### src/q2e_pkg.sv
`timescale 1ns / 1ps
`default_nettype none

package q2e_pkg;

   // Stream payload widths.
   localparam int QUAT_W   = 16;
   localparam int REQ_W    = 64;
   localparam int RSP_W    = 48;
   localparam int ROLL_W   = 16;
   localparam int PITCH_W  = 15;
   localparam int YAW_W    = 16;

   // Internal arithmetic widths.
   localparam int PROD_W   = 32;   // one 16 x 16 product
   localparam int OPW      = 34;   // atan2 operands in units of 2^-28
   localparam int SW       = 30;   // saturated sine, [-2^28, 2^28]
   localparam int MAGW     = 29;   // magnitude of the sine
   localparam int RADW     = 57;   // radicand 2^56 - s^2
   localparam int ROOTW    = 29;   // square root result, one stage per bit
   localparam int ISQW     = 58;   // remainder and root width inside the square root
   localparam int CW       = 36;   // CORDIC vector width
   localparam int ANGW     = 25;   // angle accumulator in units of 2^-16 degree
   localparam int AOUTW    = 16;   // rounded angle in units of 1/128 degree
   localparam int TABW     = 22;
   localparam int ATAN_LEN = 24;

   localparam int CORDIC_STEPS_DEF = 16;
   localparam int FIFO_DEPTH       = 4;

   localparam logic signed [ANGW-1:0] DEG90 = ANGW'(5898240);

   // atan(2^-i) in units of 2^-16 degree.
   localparam logic [TABW-1:0] ATAN_TAB [0:ATAN_LEN-1] = '{
      22'd2949120, 22'd1740967, 22'd919879, 22'd466945, 22'd234379, 22'd117304,
      22'd58666, 22'd29335, 22'd14668, 22'd7334, 22'd3667, 22'd1833,
      22'd917, 22'd458, 22'd229, 22'd115, 22'd57, 22'd29,
      22'd14, 22'd7, 22'd4, 22'd2, 22'd1, 22'd0
   };

   // Operands that travel alongside the square root.
   typedef struct packed {
      logic signed [OPW-1:0] roll_y;
      logic signed [OPW-1:0] roll_x;
      logic signed [OPW-1:0] yaw_y;
      logic signed [OPW-1:0] yaw_x;
      logic signed [SW-1:0]  s;
   } q2e_side_type;

   // One prepared item as it sits in the queue.
   typedef struct packed {
      q2e_side_type     side;
      logic [RADW-1:0]  rad;
      logic             clamped;
   } q2e_work_type;

   // Control tag that follows an item through the back end.
   typedef struct packed {
      logic valid;
      logic clamped;
   } q2e_tag_type;

endpackage

`default_nettype wire

### src/q2e_fifo.sv
`timescale 1ns / 1ps
`default_nettype none

module q2e_fifo (
   input  logic                  clock,
   input  logic                  reset,
   input  logic                  push,
   input  q2e_pkg::q2e_work_type push_work,
   output logic                  full,
   input  logic                  pop,
   output logic                  not_empty,
   output q2e_pkg::q2e_work_type head_work
);
   import q2e_pkg::*;

   localparam int PTR_W = $clog2(FIFO_DEPTH);
   localparam int CNT_W = PTR_W + 1;

   q2e_work_type     mem_ff [0:FIFO_DEPTH-1];
   logic [PTR_W-1:0] wr_ptr_ff, rd_ptr_ff;
   logic [CNT_W-1:0] count_ff, count_in;

   assign full      = (count_ff == CNT_W'(FIFO_DEPTH));
   assign not_empty = (count_ff != '0);
   assign head_work = mem_ff[rd_ptr_ff];

   always_comb begin
      count_in = count_ff;
      if (push && !pop) begin
         count_in = count_ff + CNT_W'(1);
      end else if (pop && !push) begin
         count_in = count_ff - CNT_W'(1);
      end
   end

   // Pointers and fill count.
   always_ff @(posedge clock) begin
      if (reset) begin
         wr_ptr_ff <= '0;
         rd_ptr_ff <= '0;
         count_ff  <= '0;
      end else begin
         if (push) begin
            wr_ptr_ff <= wr_ptr_ff + PTR_W'(1);
         end
         if (pop) begin
            rd_ptr_ff <= rd_ptr_ff + PTR_W'(1);
         end
         count_ff <= count_in;
      end
   end

   // Entry storage.
   always_ff @(posedge clock) begin
      if (push) begin
         mem_ff[wr_ptr_ff] <= push_work;
      end
   end

   a_no_overflow: assert property (@(posedge clock) disable iff (reset)
      !(push && full)) else $error("queue written while full");
   a_no_underflow: assert property (@(posedge clock) disable iff (reset)
      !(pop && !not_empty)) else $error("queue read while empty");
   a_count_range: assert property (@(posedge clock) disable iff (reset)
      count_ff <= CNT_W'(FIFO_DEPTH)) else $error("queue fill count out of range");

endmodule

`default_nettype wire

### config.mk
export PLATFORM = sky130hd
export DESIGN_NAME = q2e_fifo
export DESIGN_NICKNAME = d
export VERILOG_FILES = /design/src/q2e_pkg.sv /design/src/q2e_fifo.sv
export SDC_FILE = /design/constraint.sdc
export NUM_CORES = 1
export LEC_CHECK = 0
export BUFFER_PORTS_ARGS = -buffer_cell sky130_fd_sc_hd__buf_4
export CORE_MARGIN = 1
export CORE_UTILIZATION = 57
export CTS_BUF_LIST = sky130_fd_sc_hd__clkbuf_16
export CTS_CLUSTER_DIAMETER = 80
export DETAILED_ROUTE_END_ITERATION = 10
export GPL_ROUTABILITY_DRIVEN = 0
export PLACE_DENSITY = 0.79
export SLEW_MARGIN = 15
export SYNTH_ARGS = -nofsm -noshare
export SYNTH_HDL_FRONTEND = slang
export SYNTH_SLANG_ARGS = --single-unit
### constraint.sdc
create_clock -name clock -period 9.6 [get_ports clock]
set_input_delay 1.92 -clock clock [delete_from_list [all_inputs] [get_ports clock]]
set_output_delay 1.92 -clock clock [all_outputs]
set_load 0.01 [all_outputs]
==> summary.txt <==
Outcome
  • Status: finished, final reports clean

Timing
  • Slew @ Worst Pin: 1.008 ns
  • Final critical-path share of the clock period: 0.5473
  • # setup viols final: 0
  • RSZ-0062 raised after global routing: false
  • Minimum clock period: 5.254 ns
  • Hold Violations, Final: 0
  • Total Neg Setup Slack: 0 ns
  • FMAX: 190.3 MHz
  • Slew Limit Headroom: 0.3282
  • Worst Skew: 0.02159 ns
  • Hold_ws: 0.5225 ns
  • Final slew viol count: 0

Layout
  • Fill count: 3241
  • Commonest non-fill, non-tap cell in the layout: edfxtp_1
  • Reg area: 27090 µm²
  • Layout area overhead: 21.27%
  • Layout Cells excl Fill: 2541
  • Post-route cell area: 39710 µm²
  • Nets: 1952
  • Most frequent cells in the layout: edfxtp_1 (896), buf_4 (460), mux4_2 (224)
  • Multi-input gate area: 5286 µm²
  • Share of layout cells above drive strength 1: 0.4585

Critical path
  • CP most frequent cell: buf_4
  • Critical Path End Type: output pin
  • Top delay family on crit path: buffers and inverters
  • Reg2reg end: mem_ff[1][187]
  • Worst-path maximum fanout: 50
  • Worst Path Arrival: 3.33 ns
  • Worst R2R Start: wr_ptr_ff[0]
  • Crit Path Category: flip-flop to output pin
  • Startpoint Class: flip-flop
  • Reg2reg path depth: 3
  • CP peak stage delay: 0.92 ns
  • WP buf/inv: 2
  • R2R setup slack: 6.99 ns
  • Required @ worst endpoint: 7.68 ns
  • Worst path slowest cell: dfxtp_4
  • CP Cell Sequence: buf_4 > mux4_2 > buf_4

Global route
  • First-pass GRT wire length: 97.49 mm
  • Number of global-route vias before repair: 15630
  • Initial antenna violation count: 6
  • Largest net degree at the start of global routing: 122
  • Tot GR Track Use: 0.2272
  • Grt ovf: 0

Synthesis
  • Post-Syn Area: 32740 µm²
  • Synth Register Bits: 905
  • Synth Instances: 1214
  • YS warnings: 0
  • Post-synthesis sequential area ratio: 0.8273
  • Syn_nets: 1448
  • Distinct cell type count after synthesis: 19
  • Syn Area/Cell: 26.97 µm²

Placement
  • Placed insts: 2385
  • PortBufs: 453
  • Hpwl dp: 38.60 mm
  • Cell Area, Placed: 36910 µm²

Power
  • Power, Total: 8.831 mW
  • VDD IR max: 0.0001725 V
  • Power Density: 222.4 nW/µm²
  • Pleak: 13.33 nW

Routing
  • Detail Route Antenna Nets: 0
  • DR DRC count: 0
  • Pre-antenna DRT Iters: 5
  • WL final: 65.82 mm
  • Wire per inst: 25.90 µm
  • Vias per inst: 5.764
  • Via count: 14650
  • 1st-iter DRT viols: 980

Clocking
  • CTS tree: done
  • Setup Buffers After CTS: 0
  • CTS resizes: 0
  • Clock sink count: 905
  • Clk_lat worst skew: 0.64 ns
  • H-tree depth: 3
  • Root Buffer Master: clkbuf_16
  • Hold Buf Count CTS: 0
  • Total CTS buffers: 87
  • Clock-pin slew on the worst setup and hold paths: 0.06 ns
  • Longest Clk Path Bufs: 3

Die
  • Boundary Pins: 454
  • Initial Utilization: 0.5784
  • Total die area: 58400 µm²
  • Core area: 56600 µm²
  • Number of core rows: 87
  • Die span in y: 241.7 µm
  • Die width: 241.7 µm

Hold path
  • Worst hold path cell count: 2
  • Hold EP: count_ff[2]
  • Hold path start: count_ff[2]
  • Worst hold path class: flip-flop to flip-flop

Flow run
  • Max-Cap Viols: 0
[power breakdown]
group          leakage (nW)  switching, mW  internal (mW)
Clock                  1.40           1.40           1.90
Sequential             8.31         0.0619           4.55
Combinational          3.62          0.454          0.462
[final cells by class]
class / count / area share
flip-flops and latches: 905 / 0.6823
multi-input cells: 254 / 0.1331
repair buffers: 466 / 0.09000
clock buffers: 89 / 0.05609
well taps: 756 / 0.02382
clock inverters: 64 / 0.01405
inverters: 4 / 0.0003781
diodes: 3 / 0.0001891
[layer usage]
| metal | global-route usage | vias to the layer above | share of wire |
|---|---|---|---|
| met5 | 0 | - | 0.00064 |
| met4 | 0.06906 | 6 | 0.022 |
| met3 | 0.07248 | 96 | 0.097 |
| met2 | 0.3772 | 624 | 0.51 |
| met1 | 0.2888 | 7637 | 0.37 |
| li1 | - | 6284 | - |
[cells by family (layout without fill, tap and decap cells)]
group | count (synthesis) | count (layout) | synth area share
buf+inv | 55 | 623 | 0.01158
flops | 905 | 905 | 0.8273
xor+xnor | 5 | 5 | 0.001338
simple gates | 15 | 15 | 0.002293
other cells | 0 | 3 | 0
compound gates | 2 | 2 | 0.0003054
mux | 226 | 226 | 0.1547
fa+ha+maj | 6 | 6 | 0.002522
[synthesized netlist by cell type]
master / count / area share
mux2i_1: 2 / 0.00061
a21oi_1: 1 / 0.00015
and2_1: 4 / 0.00076
fa_1: 1 / 0.00061
buf_2: 24 / 0.0037
xnor2_1: 2 / 0.00054
dfxtp_1: 9 / 0.0055
edfxtp_1: 896 / 0.82
nor2_1: 7 / 0.00080
o21ai_0: 1 / 0.00015
inv_1: 4 / 0.00046
buf_6: 19 / 0.0065
clkbuf_1: 8 / 0.00092
mux4_2: 224 / 0.15
or3_1: 2 / 0.00038
xor2_1: 3 / 0.00080
nor3b_1: 1 / 0.00023
nand2_1: 1 / 0.00011
ha_1: 5 / 0.0019
[through the flow]
step,utilization,worst slack (ns)
global route,0.7014,4.032
detailed placement,0.6521,4.872
global placement,0.6521,4.912
finish,0.7015,4.346
floorplan,-,1.996
CTS,0.7013,4.173
[tightest hold or removal path, delay by kind of cell, from the launching register on]
family	cells	cell delay [ns]
flops	1	0.32
compound gates	2	0.15
[worst max path at each step]
stage / slack [ns] / to / from / depth (start not counted)
floorplan: 2.00 / mem_ff[0][0] / push / 1
global placement: 4.91 / head_work[184] / flip-flop / 3
detailed placement: 4.87 / head_work[184] / flip-flop / 3
CTS: 4.17 / head_work[172] / flip-flop / 3
global route: 4.03 / head_work[172] / flip-flop / 3
finish: 4.35 / head_work[172] / flip-flop / 3
[state kept, by name, indices dropped and copies added, names as in the netlist, named ones only]
signal and count:
mem_ff 896, count_ff 3, rd_ptr_ff 2, wr_ptr_ff 2
No activity file was read; power rests on OpenSTA's default activity.
